`src/rtl/mkf_pkg.sv`:
```
// ----------------------------------------------------------------------------
// Morse keyer package
// Types, timing tables and the character lookup of the Morse keyer.
// ----------------------------------------------------------------------------
`default_nettype none

package mkf_pkg;

   localparam int WPM_W   = 8;
   localparam int COMP_W  = 16;
   localparam int DOT_W   = 8;
   localparam int UNIT_W  = 10;
   localparam int DIFF_W  = 14;
   localparam int T37_W   = 13;
   localparam int DUR_W   = 17;
   localparam int IDX_W   = 6;
   localparam int TAB_LEN = 36;
   localparam int DASH_W  = 6;
   localparam int ELEM_W  = 3;
   localparam int PROD_W  = 28;

   localparam logic [WPM_W-1:0] WPM_MIN = 8'd5;
   localparam logic [WPM_W-1:0] WPM_MAX = 8'd40;

   localparam logic [WPM_W-1:0]  CHAR_SPEED_RST = 8'd18;
   localparam logic [WPM_W-1:0]  EFF_SPEED_RST  = 8'd12;
   localparam logic [COMP_W-1:0] KEY_COMP_RST   = 16'd0;

   // floor(x/19) = (x * 13798) >> 18 for x < 12001
   localparam logic [DIFF_W-1:0] RECIP_19    = 14'd13798;
   localparam int                RECIP_SHIFT = 18;

   localparam logic [7:0] ASCII_SPACE = 8'h20;
   localparam logic [7:0] LOWER_A     = 8'h61;
   localparam logic [7:0] LOWER_Z     = 8'h7A;
   localparam logic [7:0] CASE_OFFSET = 8'h20;

   localparam logic [2:0] SETTLE_CYCLES = 3'd5;

   typedef enum logic [1:0] {
      CSR_CHAR_SPEED = 2'd0,
      CSR_EFF_SPEED  = 2'd1,
      CSR_KEY_COMP   = 2'd2
   } csr_idx_type;

   typedef enum logic [1:0] {
      KIND_KNOWN   = 2'd0,
      KIND_SPACE   = 2'd1,
      KIND_UNKNOWN = 2'd2
   } kind_type;

   // dash bits left-aligned: element 0 at the top bit, 1 = dash
   typedef struct packed {
      kind_type              kind;
      logic [ELEM_W-1:0]     len;
      logic [DASH_W-1:0]     dash;
   } desc_type;

   typedef struct packed {
      logic                  ok;
      logic [DOT_W-1:0]      dot;
      logic [UNIT_W-1:0]     unit;
   } timing_type;

   typedef enum logic [2:0] {
      BK_IDLE  = 3'd0,
      BK_MARK  = 3'd1,
      BK_SPACE = 3'd2,
      BK_END   = 3'd3,
      BK_WORD  = 3'd4
   } back_state_type;

   // 1200 / wpm, indexed by wpm - 5
   localparam logic [DOT_W-1:0] DOT_TAB [0:TAB_LEN-1] = '{
      8'd240, 8'd200, 8'd171, 8'd150, 8'd133, 8'd120, 8'd109, 8'd100, 8'd92,
      8'd85,  8'd80,  8'd75,  8'd70,  8'd66,  8'd63,  8'd60,  8'd57,  8'd54,
      8'd52,  8'd50,  8'd48,  8'd46,  8'd44,  8'd42,  8'd41,  8'd40,  8'd38,
      8'd37,  8'd36,  8'd35,  8'd34,  8'd33,  8'd32,  8'd31,  8'd30,  8'd30
   };

   // 60000 / wpm, indexed by wpm - 5
   localparam logic [DIFF_W-1:0] SIXTY_TAB [0:TAB_LEN-1] = '{
      14'd12000, 14'd10000, 14'd8571, 14'd7500, 14'd6666, 14'd6000, 14'd5454,
      14'd5000,  14'd4615,  14'd4285, 14'd4000, 14'd3750, 14'd3529, 14'd3333,
      14'd3157,  14'd3000,  14'd2857, 14'd2727, 14'd2608, 14'd2500, 14'd2400,
      14'd2307,  14'd2222,  14'd2142, 14'd2068, 14'd2000, 14'd1935, 14'd1875,
      14'd1818,  14'd1764,  14'd1714, 14'd1666, 14'd1621, 14'd1578, 14'd1538,
      14'd1500
   };

   // 37200 / wpm, indexed by wpm - 5
   localparam logic [T37_W-1:0] T37_TAB [0:TAB_LEN-1] = '{
      13'd7440, 13'd6200, 13'd5314, 13'd4650, 13'd4133, 13'd3720, 13'd3381,
      13'd3100, 13'd2861, 13'd2657, 13'd2480, 13'd2325, 13'd2188, 13'd2066,
      13'd1957, 13'd1860, 13'd1771, 13'd1690, 13'd1617, 13'd1550, 13'd1488,
      13'd1430, 13'd1377, 13'd1328, 13'd1282, 13'd1240, 13'd1200, 13'd1162,
      13'd1127, 13'd1094, 13'd1062, 13'd1033, 13'd1005, 13'd978,  13'd953,
      13'd930
   };

   function automatic desc_type known(input logic [ELEM_W-1:0] n,
                                      input logic [DASH_W-1:0] p);
      desc_type d;
      d.kind = KIND_KNOWN;
      d.len  = n;
      d.dash = p;
      return d;
   endfunction

   // uppercase ASCII to Morse pattern
   function automatic desc_type morse_lookup(input logic [7:0] ch);
      desc_type d;
      d.kind = KIND_UNKNOWN;
      d.len  = '0;
      d.dash = '0;
      case (ch)
         "A": d = known(3'd2, 6'b010000);
         "B": d = known(3'd4, 6'b100000);
         "C": d = known(3'd4, 6'b101000);
         "D": d = known(3'd3, 6'b100000);
         "E": d = known(3'd1, 6'b000000);
         "F": d = known(3'd4, 6'b001000);
         "G": d = known(3'd3, 6'b110000);
         "H": d = known(3'd4, 6'b000000);
         "I": d = known(3'd2, 6'b000000);
         "J": d = known(3'd4, 6'b011100);
         "K": d = known(3'd3, 6'b101000);
         "L": d = known(3'd4, 6'b010000);
         "M": d = known(3'd2, 6'b110000);
         "N": d = known(3'd2, 6'b100000);
         "O": d = known(3'd3, 6'b111000);
         "P": d = known(3'd4, 6'b011000);
         "Q": d = known(3'd4, 6'b110100);
         "R": d = known(3'd3, 6'b010000);
         "S": d = known(3'd3, 6'b000000);
         "T": d = known(3'd1, 6'b100000);
         "U": d = known(3'd3, 6'b001000);
         "V": d = known(3'd4, 6'b000100);
         "W": d = known(3'd3, 6'b011000);
         "X": d = known(3'd4, 6'b100100);
         "Y": d = known(3'd4, 6'b101100);
         "Z": d = known(3'd4, 6'b110000);
         "0": d = known(3'd5, 6'b111110);
         "1": d = known(3'd5, 6'b011110);
         "2": d = known(3'd5, 6'b001110);
         "3": d = known(3'd5, 6'b000110);
         "4": d = known(3'd5, 6'b000010);
         "5": d = known(3'd5, 6'b000000);
         "6": d = known(3'd5, 6'b100000);
         "7": d = known(3'd5, 6'b110000);
         "8": d = known(3'd5, 6'b111000);
         "9": d = known(3'd5, 6'b111100);
         ".": d = known(3'd6, 6'b010101);
         ",": d = known(3'd6, 6'b110011);
         "?": d = known(3'd6, 6'b001100);
         "/": d = known(3'd5, 6'b100100);
         "=": d = known(3'd5, 6'b100010);
         "+": d = known(3'd5, 6'b010100);
         "-": d = known(3'd6, 6'b100001);
         ":": d = known(3'd6, 6'b111000);
         "'": d = known(3'd6, 6'b011110);
         "(": d = known(3'd5, 6'b101100);
         ")": d = known(3'd6, 6'b101101);
         "@": d = known(3'd6, 6'b011010);
         default: d.kind = KIND_UNKNOWN;
      endcase
      return d;
   endfunction

   // gap shortened by the compensation, never below 1 ms
   function automatic logic [DUR_W-1:0] minus_comp(input logic [11:0] ms,
                                                   input logic [COMP_W-1:0] comp);
      logic [COMP_W-1:0] wide;
      wide = {4'b0, ms};
      if (wide > comp) begin
         return {1'b0, wide - comp};
      end else begin
         return {{(DUR_W-1){1'b0}}, 1'b1};
      end
   endfunction

endpackage

`default_nettype wire

```
`src/rtl/mkf_timing.sv`:
```
// ----------------------------------------------------------------------------
// Morse keyer timing unit
// Clamps the speeds and derives dot and Farnsworth unit lengths in a
// four-stage pipeline; flags them stale after reset and after a write until a settle counter runs out.
// ----------------------------------------------------------------------------
`default_nettype none

module mkf_timing (
   input  wire logic                         clock,
   input  wire logic                         reset,
   input  wire logic                         cfg_write,
   input  wire logic [mkf_pkg::WPM_W-1:0]    char_speed_wpm,
   input  wire logic [mkf_pkg::WPM_W-1:0]    effective_speed_wpm,
   output mkf_pkg::timing_type               timing
);

   logic [mkf_pkg::WPM_W-1:0]  c_wpm, s_lo, s_wpm, c_off, s_off;
   logic [mkf_pkg::IDX_W-1:0]  ci_ff, ci_in, si_ff, si_in;
   logic [mkf_pkg::DOT_W-1:0]  dot2_ff, dot2_in, dot3_ff, dot4_ff;
   logic [mkf_pkg::DIFF_W-1:0] diff_ff, diff_in;
   logic [mkf_pkg::PROD_W-1:0] prod_ff, prod_in;
   logic [mkf_pkg::UNIT_W-1:0] unit_ff, unit_in, su;
   logic [2:0]                 settle_ff, settle_in;

   // stage 1: clamp
   always_comb begin
      if (char_speed_wpm < mkf_pkg::WPM_MIN) begin
         c_wpm = mkf_pkg::WPM_MIN;
      end else if (char_speed_wpm > mkf_pkg::WPM_MAX) begin
         c_wpm = mkf_pkg::WPM_MAX;
      end else begin
         c_wpm = char_speed_wpm;
      end
      s_lo  = (effective_speed_wpm < mkf_pkg::WPM_MIN) ? mkf_pkg::WPM_MIN
                                                        : effective_speed_wpm;
      s_wpm = (s_lo > c_wpm) ? c_wpm : s_lo;
      c_off = c_wpm - mkf_pkg::WPM_MIN;
      s_off = s_wpm - mkf_pkg::WPM_MIN;
      ci_in = c_off[mkf_pkg::IDX_W-1:0];
      si_in = s_off[mkf_pkg::IDX_W-1:0];
   end

   // stage 2: table reads; difference is zero when eff equals char speed
   always_comb begin
      dot2_in = mkf_pkg::DOT_TAB[ci_ff];
      if (si_ff < ci_ff) begin
         diff_in = mkf_pkg::SIXTY_TAB[si_ff] - {1'b0, mkf_pkg::T37_TAB[ci_ff]};
      end else begin
         diff_in = '0;
      end
   end

   // stage 3: divide by 19 through the reciprocal
   assign prod_in = {{(mkf_pkg::PROD_W-mkf_pkg::DIFF_W){1'b0}}, diff_ff}
                  * {{(mkf_pkg::PROD_W-mkf_pkg::DIFF_W){1'b0}}, mkf_pkg::RECIP_19};

   // stage 4: unit never below one dot
   always_comb begin
      su      = prod_ff[mkf_pkg::RECIP_SHIFT +: mkf_pkg::UNIT_W];
      unit_in = (su > {2'b0, dot3_ff}) ? su : {2'b0, dot3_ff};
   end

   always_comb begin
      if (cfg_write) begin
         settle_in = mkf_pkg::SETTLE_CYCLES;
      end else if (settle_ff != 3'd0) begin
         settle_in = settle_ff - 3'd1;
      end else begin
         settle_in = settle_ff;
      end
   end

   always_ff @(posedge clock) begin
      if (reset) begin
         settle_ff <= mkf_pkg::SETTLE_CYCLES;
      end else begin
         settle_ff <= settle_in;
      end
   end

   always_ff @(posedge clock) begin
      ci_ff   <= ci_in;
      si_ff   <= si_in;
      dot2_ff <= dot2_in;
      diff_ff <= diff_in;
      dot3_ff <= dot2_ff;
      prod_ff <= prod_in;
      dot4_ff <= dot3_ff;
      unit_ff <= unit_in;
   end

   assign timing.ok   = (settle_ff == 3'd0);
   assign timing.dot  = dot4_ff;
   assign timing.unit = unit_ff;

endmodule

`default_nettype wire

```
`src/rtl/mkf_front.sv`:
```
// ----------------------------------------------------------------------------
// Morse keyer front end
// Takes one character word, folds case, classifies it and pushes a pattern
// descriptor into the queue.
// ----------------------------------------------------------------------------
`default_nettype none

module mkf_front (
   input  wire logic               clock,
   input  wire logic               reset,
   input  wire logic               req_valid,
   output      logic               req_stall,
   input  wire logic [7:0]         req_character,
   input  wire logic               timing_ok,
   input  wire logic               q_full,
   output      logic               push,
   output      mkf_pkg::desc_type  push_desc
);

   logic       front_valid_ff, front_valid_in;
   logic [7:0] char_ff;
   logic [7:0] folded;
   logic       accept;

   assign req_stall = !timing_ok || (front_valid_ff && q_full);
   assign accept    = req_valid && !req_stall;
   assign push      = front_valid_ff && !q_full;

   always_comb begin
      if (char_ff >= mkf_pkg::LOWER_A && char_ff <= mkf_pkg::LOWER_Z) begin
         folded = char_ff - mkf_pkg::CASE_OFFSET;
      end else begin
         folded = char_ff;
      end
      push_desc = mkf_pkg::morse_lookup(folded);
      if (char_ff == mkf_pkg::ASCII_SPACE) begin
         push_desc.kind = mkf_pkg::KIND_SPACE;
      end
   end

   always_comb begin
      if (accept) begin
         front_valid_in = 1'b1;
      end else if (push) begin
         front_valid_in = 1'b0;
      end else begin
         front_valid_in = front_valid_ff;
      end
   end

   always_ff @(posedge clock) begin
      if (reset) begin
         front_valid_ff <= 1'b0;
      end else begin
         front_valid_ff <= front_valid_in;
      end
   end

   always_ff @(posedge clock) begin
      if (accept) begin
         char_ff <= req_character;
      end
   end

endmodule

`default_nettype wire

```
`src/rtl/mkf_queue.sv`:
```
// ----------------------------------------------------------------------------
// Morse keyer descriptor queue
// Small FIFO of pattern descriptors between front end and sequencer.
// ----------------------------------------------------------------------------
`default_nettype none

module mkf_queue #(
   parameter int DEPTH = 2
) (
   input  wire logic               clock,
   input  wire logic               reset,
   input  wire logic               push,
   input  wire mkf_pkg::desc_type  push_desc,
   input  wire logic               pop,
   output      mkf_pkg::desc_type  pop_desc,
   output      logic               full,
   output      logic               empty
);

   localparam int PTR_W = $clog2(DEPTH);
   localparam int CNT_W = $clog2(DEPTH + 1);

   mkf_pkg::desc_type  entry_ff [DEPTH];
   logic [PTR_W-1:0]   wptr_ff, wptr_in, rptr_ff, rptr_in;
   logic [CNT_W-1:0]   count_ff, count_in;

   assign full     = (count_ff == CNT_W'(DEPTH));
   assign empty    = (count_ff == '0);
   assign pop_desc = entry_ff[rptr_ff];

   always_comb begin
      wptr_in  = wptr_ff;
      rptr_in  = rptr_ff;
      count_in = count_ff;
      if (push) begin
         wptr_in = (wptr_ff == PTR_W'(DEPTH - 1)) ? '0 : wptr_ff + 1'b1;
      end
      if (pop) begin
         rptr_in = (rptr_ff == PTR_W'(DEPTH - 1)) ? '0 : rptr_ff + 1'b1;
      end
      if (push && !pop) begin
         count_in = count_ff + 1'b1;
      end else if (pop && !push) begin
         count_in = count_ff - 1'b1;
      end
   end

   always_ff @(posedge clock) begin
      if (reset) begin
         wptr_ff  <= '0;
         rptr_ff  <= '0;
         count_ff <= '0;
      end else begin
         wptr_ff  <= wptr_in;
         rptr_ff  <= rptr_in;
         count_ff <= count_in;
      end
   end

   always_ff @(posedge clock) begin
      if (push) begin
         entry_ff[wptr_ff] <= push_desc;
      end
   end

endmodule

`default_nettype wire

```
`src/rtl/mkf_back.sv`:
```
// ----------------------------------------------------------------------------
// Morse keyer segment sequencer
// Walks one descriptor and emits its key-down and key-up segments, one per
// cycle while the output is not stalled, into the output register.
// ----------------------------------------------------------------------------
`default_nettype none

module mkf_back (
   input  wire logic                          clock,
   input  wire logic                          reset,
   input  wire logic                          q_empty,
   output      logic                          pop,
   input  wire mkf_pkg::desc_type             q_desc,
   input  wire mkf_pkg::timing_type           timing,
   input  wire logic [mkf_pkg::COMP_W-1:0]    key_comp_ms,
   output      logic                          rsp_valid,
   input  wire logic                          rsp_stall,
   output      logic                          rsp_key_down,
   output      logic [mkf_pkg::DUR_W-1:0]     rsp_duration_ms,
   output      logic                          rsp_last_segment
);

   mkf_pkg::back_state_type              st_ff, st_in;
   mkf_pkg::desc_type                    desc_ff, desc_in;
   logic [mkf_pkg::ELEM_W-1:0]           idx_ff, idx_in;
   logic                                 rsp_valid_ff, rsp_valid_in;
   logic                                 key_ff, last_ff;
   logic [mkf_pkg::DUR_W-1:0]            dur_ff;

   logic                                 out_free, emit;
   logic                                 seg_key, seg_last;
   logic [mkf_pkg::DUR_W-1:0]            seg_dur;
   logic                                 elem_dash;
   logic [9:0]                           on_ms;
   logic [11:0]                          unit3, unit4;
   logic [mkf_pkg::DUR_W-1:0]            mark_dur, gap_dur, end_dur, word_dur;

   assign out_free = !rsp_valid_ff || !rsp_stall;

   always_comb begin
      elem_dash = desc_ff.dash[3'd5 - idx_ff];
      on_ms     = elem_dash ? ({1'b0, timing.dot, 1'b0} + {2'b0, timing.dot})
                            : {2'b0, timing.dot};
      mark_dur  = {7'b0, on_ms} + {1'b0, key_comp_ms};
      gap_dur   = mkf_pkg::minus_comp({4'b0, timing.dot}, key_comp_ms);
      unit3     = {1'b0, timing.unit, 1'b0} + {2'b0, timing.unit};
      unit4     = {timing.unit, 2'b0};
      end_dur   = mkf_pkg::minus_comp(unit3, key_comp_ms);
      word_dur  = {5'b0, unit4};
   end

   // next state
   always_comb begin
      st_in = st_ff;
      case (st_ff)
         mkf_pkg::BK_IDLE: begin
            if (!q_empty) begin
               case (q_desc.kind)
                  mkf_pkg::KIND_KNOWN: st_in = mkf_pkg::BK_MARK;
                  mkf_pkg::KIND_SPACE: st_in = mkf_pkg::BK_WORD;
                  default:             st_in = mkf_pkg::BK_END;
               endcase
            end
         end
         mkf_pkg::BK_MARK: begin
            if (out_free) begin
               st_in = (idx_ff + 3'd1 < desc_ff.len) ? mkf_pkg::BK_SPACE
                                                      : mkf_pkg::BK_END;
            end
         end
         mkf_pkg::BK_SPACE: begin
            if (out_free) begin
               st_in = mkf_pkg::BK_MARK;
            end
         end
         mkf_pkg::BK_END, mkf_pkg::BK_WORD: begin
            if (out_free) begin
               st_in = mkf_pkg::BK_IDLE;
            end
         end
         default: st_in = mkf_pkg::BK_IDLE;
      endcase
   end

   // outputs
   always_comb begin
      pop      = 1'b0;
      emit     = 1'b0;
      seg_key  = 1'b0;
      seg_last = 1'b0;
      seg_dur  = mark_dur;
      desc_in  = desc_ff;
      idx_in   = idx_ff;
      case (st_ff)
         mkf_pkg::BK_IDLE: begin
            if (!q_empty) begin
               pop     = 1'b1;
               desc_in = q_desc;
               idx_in  = '0;
            end
         end
         mkf_pkg::BK_MARK: begin
            emit    = out_free;
            seg_key = 1'b1;
         end
         mkf_pkg::BK_SPACE: begin
            emit    = out_free;
            seg_dur = gap_dur;
            if (out_free) begin
               idx_in = idx_ff + 3'd1;
            end
         end
         mkf_pkg::BK_END: begin
            emit     = out_free;
            seg_dur  = end_dur;
            seg_last = 1'b1;
         end
         mkf_pkg::BK_WORD: begin
            emit     = out_free;
            seg_dur  = word_dur;
            seg_last = 1'b1;
         end
         default: begin
            emit = 1'b0;
         end
      endcase
   end

   always_comb begin
      if (emit) begin
         rsp_valid_in = 1'b1;
      end else if (out_free) begin
         rsp_valid_in = 1'b0;
      end else begin
         rsp_valid_in = rsp_valid_ff;
      end
   end

   always_ff @(posedge clock) begin
      if (reset) begin
         st_ff        <= mkf_pkg::BK_IDLE;
         rsp_valid_ff <= 1'b0;
      end else begin
         st_ff        <= st_in;
         rsp_valid_ff <= rsp_valid_in;
      end
   end

   always_ff @(posedge clock) begin
      desc_ff <= desc_in;
      idx_ff  <= idx_in;
      if (emit) begin
         key_ff  <= seg_key;
         dur_ff  <= seg_dur;
         last_ff <= seg_last;
      end
   end

   assign rsp_valid        = rsp_valid_ff;
   assign rsp_key_down     = key_ff;
   assign rsp_duration_ms  = dur_ff;
   assign rsp_last_segment = last_ff;

endmodule

`default_nettype wire

```
`src/rtl/morse_keyer_farnsworth.sv`:
```
// ----------------------------------------------------------------------------
// Morse keyer with Farnsworth timing
// Turns ASCII character words into keyed segments with millisecond lengths.
// ----------------------------------------------------------------------------
// Channel  Handshake             Payload
// req      req_valid/req_stall   req_character[7:0]
// rsp      rsp_valid/rsp_stall   rsp_key_down, rsp_duration_ms[16:0], rsp_last_segment
// csr      csr_valid/csr_ready   csr_index[1:0], csr_wdata[15:0]
//
// A character is registered in the front end and pushed into the queue; the
// sequencer pops it, loads its descriptor and then emits its segments in
// turn. The sequencer sets the rate. After reset and after every register
// write the input stalls while the timing pipeline refills. Reset is
// synchronous and clears control. A stalled result holds in the output
// register; the queue takes up to QUEUE_DEPTH descriptors meanwhile.
// ----------------------------------------------------------------------------
`default_nettype none

module morse_keyer_farnsworth #(
   parameter int QUEUE_DEPTH = 2
) (
   input  wire logic                          clock,
   input  wire logic                          reset,
   input  wire logic                          req_valid,
   output      logic                          req_stall,
   input  wire logic [7:0]                    req_character,
   output      logic                          rsp_valid,
   input  wire logic                          rsp_stall,
   output      logic                          rsp_key_down,
   output      logic [mkf_pkg::DUR_W-1:0]     rsp_duration_ms,
   output      logic                          rsp_last_segment,
   input  wire logic                          csr_valid,
   output      logic                          csr_ready,
   input  wire logic [1:0]                    csr_index,
   input  wire logic [mkf_pkg::COMP_W-1:0]    csr_wdata
);

   logic [mkf_pkg::WPM_W-1:0]  char_speed_ff, eff_speed_ff;
   logic [mkf_pkg::COMP_W-1:0] key_comp_ff;
   logic                       csr_write;

   mkf_pkg::timing_type        timing;
   mkf_pkg::desc_type          push_desc, pop_desc;
   logic                       push, pop, q_full, q_empty;

   assign csr_ready = 1'b1;
   assign csr_write = csr_valid && csr_ready;

   always_ff @(posedge clock) begin
      if (reset) begin
         char_speed_ff <= mkf_pkg::CHAR_SPEED_RST;
         eff_speed_ff  <= mkf_pkg::EFF_SPEED_RST;
         key_comp_ff   <= mkf_pkg::KEY_COMP_RST;
      end else if (csr_write) begin
         case (csr_index)
            mkf_pkg::CSR_CHAR_SPEED: char_speed_ff <= csr_wdata[mkf_pkg::WPM_W-1:0];
            mkf_pkg::CSR_EFF_SPEED:  eff_speed_ff  <= csr_wdata[mkf_pkg::WPM_W-1:0];
            mkf_pkg::CSR_KEY_COMP:   key_comp_ff   <= csr_wdata;
            default: ;
         endcase
      end
   end

   mkf_timing u_timing (
      .clock               (clock),
      .reset               (reset),
      .cfg_write           (csr_write),
      .char_speed_wpm      (char_speed_ff),
      .effective_speed_wpm (eff_speed_ff),
      .timing              (timing)
   );

   mkf_front u_front (
      .clock         (clock),
      .reset         (reset),
      .req_valid     (req_valid),
      .req_stall     (req_stall),
      .req_character (req_character),
      .timing_ok     (timing.ok),
      .q_full        (q_full),
      .push          (push),
      .push_desc     (push_desc)
   );

   mkf_queue #(
      .DEPTH (QUEUE_DEPTH)
   ) u_queue (
      .clock     (clock),
      .reset     (reset),
      .push      (push),
      .push_desc (push_desc),
      .pop       (pop),
      .pop_desc  (pop_desc),
      .full      (q_full),
      .empty     (q_empty)
   );

   mkf_back u_back (
      .clock            (clock),
      .reset            (reset),
      .q_empty          (q_empty),
      .pop              (pop),
      .q_desc           (pop_desc),
      .timing           (timing),
      .key_comp_ms      (key_comp_ff),
      .rsp_valid        (rsp_valid),
      .rsp_stall        (rsp_stall),
      .rsp_key_down     (rsp_key_down),
      .rsp_duration_ms  (rsp_duration_ms),
      .rsp_last_segment (rsp_last_segment)
   );

endmodule

`default_nettype wire

```
`config.mk`:
```
export PLATFORM = sky130hd
export DESIGN_NAME = morse_keyer_farnsworth
export DESIGN_NICKNAME = d
export VERILOG_FILES = /design/src/rtl/mkf_pkg.sv /design/src/rtl/mkf_timing.sv /design/src/rtl/mkf_front.sv /design/src/rtl/mkf_queue.sv /design/src/rtl/mkf_back.sv /design/src/rtl/morse_keyer_farnsworth.sv
export SDC_FILE = /design/constraint.sdc
export NUM_CORES = 1
export LEC_CHECK = 0
export ABC_CLOCK_PERIOD_IN_PS = 7500
export BUFFER_PORTS_ARGS = -buffer_cell sky130_fd_sc_hd__buf_2
export CAP_MARGIN = 0
export CORE_ASPECT_RATIO = 0.5
export CORE_MARGIN = 10
export CORE_UTILIZATION = 69
export DETAILED_ROUTE_END_ITERATION = 8
export PLACE_DENSITY_LB_ADDON = 0.2
export SLEW_MARGIN = 30
export SYNTH_ARGS = -nofsm -noshare
export SYNTH_HDL_FRONTEND = slang
export SYNTH_SLANG_ARGS = --single-unit
```
`constraint.sdc`:
```
create_clock -name clock -period 7.5 [get_ports clock]
set_input_delay 1.125 -clock clock [delete_from_list [all_inputs] [get_ports clock]]
set_output_delay 1.125 -clock clock [all_outputs]
set_load 0.02 [all_outputs]
```
==> run summary <==
Critical Path Fanout Max = 7
met1 usage in global routing = 34.0%
initial DRC count = 1468
initial antenna violation count = 0
fin crit share = 69.0%
crit end category = register
max-cap violations = 0
RSZ-0062 raised after global routing = no
Hold Path Class = register to register
Slew HR = 34.4%
sequential area share after synthesis = 26.5%
drt wl/cell = 18.0 um
status = completed
area leader, netlist = ha_1
CTS tree = built
row count = 38
Max Fclk = 0.193 GHz
worst skew pair latency = 0.46 ns
antenna cells = 0
Port Buf Inserts = 51
Most Crowded Layer GR = met2
crit path time final = 5.17 ns
Most used DFF post-synth = dfxtp_1
top cells by area, synth = ha_1 16%, dfxtp_1 15%, edfxtp_1 12%
setup TNS = 0 ns
CTS Root Cell = clkbuf_16
Total GRT Usage = 25.5%
Top cell by count, worst path = fa_1
Synth top area share = 15.9%
Gate Count Post-Synth = 1752
DR pass1 iterations = 6
Crit path largest cell delay = 0.54 ns
share of cells above drive strength 1 = 9.29%
Post-CTS Setup Inserts = 0
most numerous cell in the Yosys netlist = inv_1
WS Path Type = register to register
drc violations = 0
vias post-DR = 12672
flops & latches, synth = 176
clock sink total = 176
Initial Utilization = 71.1%
nets@finish = 2061
Distinct cells, synth = 94
largest net degree at the start of global routing = 45
hpwl dp = 28700 um
global-route met3 utilization = 4.42%
required time of the critical path = 7.84 ns
CTS Hold Bufs = 0
die area = 29400 um^2
die height = 126 um
Syn. warnings = 0
Ports = 53
total CTS buffers = 17
WP data arrival = 5.52 ns
gr ovfl total = 0
post-synthesis instance area = 15600 um^2
post-cts sizing count = 0
GPL Wtd Cong = 0.943
synthesized area per cell = 8.89 um^2
Post-synth top cells = 213 x inv_1, 198 x ha_1, 153 x nor2_1, 123 x nand2_1, 115 x dfxtp_1
Max clock buf depth = 2
Cell Chain, Critical Path = fa_1 -> fa_1 -> inv_1 -> fa_1 -> inv_1 -> fa_1 -> inv_1 -> fa_1 -> inv_1 -> ha_1 -> nand4_1 -> a21oi_1 -> nor3_1 -> a21oi_1 -> o211ai_2 -> a31oi_1 -> a21oi_2 -> xnor2_1
Avg Vias per Cell = 6.13
H-tree levels = 4
aggregate routed wire length = 37300 um
Max Slew Vio Count = 0
final setup fails = 0
crit start category = register
met2 usage = 42.2%
Tightest Pin Transition = 0.984 ns
Worst Clk Skew = 0.0143 ns
core region area = 21900 um^2
Layout area overhead = 6.34%
Post-synth EDFFs = 61
Clock transition at path regs = 0.08 ns
first-pass GRT wire length = 61600 um
vias in the first global route = 12253
antenna viol nets, final = 0
Worst path slowest cell = dfxtp_1
chip width = 233 um
Final Hold Fails = 0
FFs w/ async S/R, synth = 0%
flip-flops by register name, indices dropped and copies added, names as in the netlist, 2 cells and up, named ones only:
register and cells:
u_back.rsp_duration_ms 17, u_timing.prod_ff 10, key_comp_ff 16, char_speed_ff 8, u_queue.entry_ff 22, u_timing.dot4_ff 8, u_timing.dot3_ff 8, u_back.st_ff 3
u_timing.unit_ff 10, eff_speed_ff 8, u_front.char_ff 8, u_back.idx_ff 3, u_timing.si_ff 6, u_timing.diff_ff 14, u_timing.dot2_ff 8, u_timing.settle_ff 3
u_back.desc_ff 9, u_timing.ci_ff 6, u_queue.count_ff 2
final timing paths:
path	start	endpoint	slack (ns)	cells past startpoint
worst min-delay path	u_timing.dot2_ff[3]	u_timing.dot3_ff[3]	0.33	0
worst max-delay path	u_timing.diff_ff[8]	u_timing.prod_ff[27]	2.33	18
worst max register to register	u_timing.diff_ff[8]	u_timing.prod_ff[27]	2.33	18
worst min register to register	u_timing.dot2_ff[3]	u_timing.dot3_ff[3]	0.33	0
cells by family (layout without fill, tap and decap cells):
group,count (synthesis),in the layout,synth area share (%)
xor+xnor,76,76,4.27
compound gates,406,406,17.4
simple gates,465,465,14.3
mux,54,54,3.93
other cells,1,3,0.0241
flops,176,176,26.5
buf+inv,296,308,7.37
fa+ha+maj,278,278,26.1
final cells by class:
cell class | instances | area (um^2)
inverter | 217 | 815
clock buffer | 17 | 425
fill | 1607 | 5350
sequential | 176 | 4130
timing repair buffer | 59 | 315
tap | 300 | 375
multi-input combinational | 1282 | 10300
clock inverter | 15 | 184
critical path, delay by kind of cell (launching register included):
kind,cells,cell delay [ns]
AND/OR/NAND/NOR,2,0.22
adder cells (fa/ha/maj),6,2.84
buffers and inverters,4,0.21
AO/OA/AOI/OAI,5,1.11
XOR/XNOR,1,0.13
flip-flops,1,0.54
cells in the final DEF (no fill, tap or decap), types with 16 or more instances in the layout:
| cell | Yosys | layout |
|---|---|---|
| a211oi_1 | 23 | 23 |
| a21o_1 | 21 | 21 |
| a21oi_1 | 113 | 112 |
| buf_2 | 12 | 51 |
| clkbuf_16 | 0 | 17 |
| dfxtp_1 | 115 | 115 |
| edfxtp_1 | 61 | 61 |
| fa_1 | 79 | 79 |
| ha_1 | 198 | 198 |
| inv_1 | 213 | 213 |
| mux2_2 | 27 | 27 |
| mux2i_1 | 24 | 24 |
| nand2_1 | 123 | 123 |
| nand2b_1 | 23 | 23 |
| nand3_1 | 18 | 18 |
| nor2_1 | 153 | 152 |
| nor2b_1 | 20 | 20 |
| nor3_1 | 35 | 35 |
| o21a_1 | 16 | 16 |
| o21ai_0 | 81 | 81 |
| xnor2_1 | 47 | 47 |
| xor2_1 | 29 | 29 |
per-layer routing:
metal  up-vias  share of wire [%]  wire (um)
met3        74                5.9       2210
li1       6085                  -          -
met4         0                1.7        629
met5         -                  0          0
met1      6019                 45      16900
met2       494                 47      17500
metrics by stage:
step,util [%],area [um^2],hold slack (ns),worst slack [ns],instances
3_5_place_dp,72.8,16000,0.312,2.32,2034
3_3_place_gp,72.8,15900,0.312,2.52,2034
5_1_grt,75.6,16600,0.336,2.13,2066
6_report,75.6,16600,0.327,2.33,2066
2_1_floorplan,-,15600,0.310,2.78,1754
4_1_cts,75.6,16600,0.328,2.32,2066
Power is not shown: default switching activity piles up to over one toggle a cycle in this logic, so the estimate is an artifact.
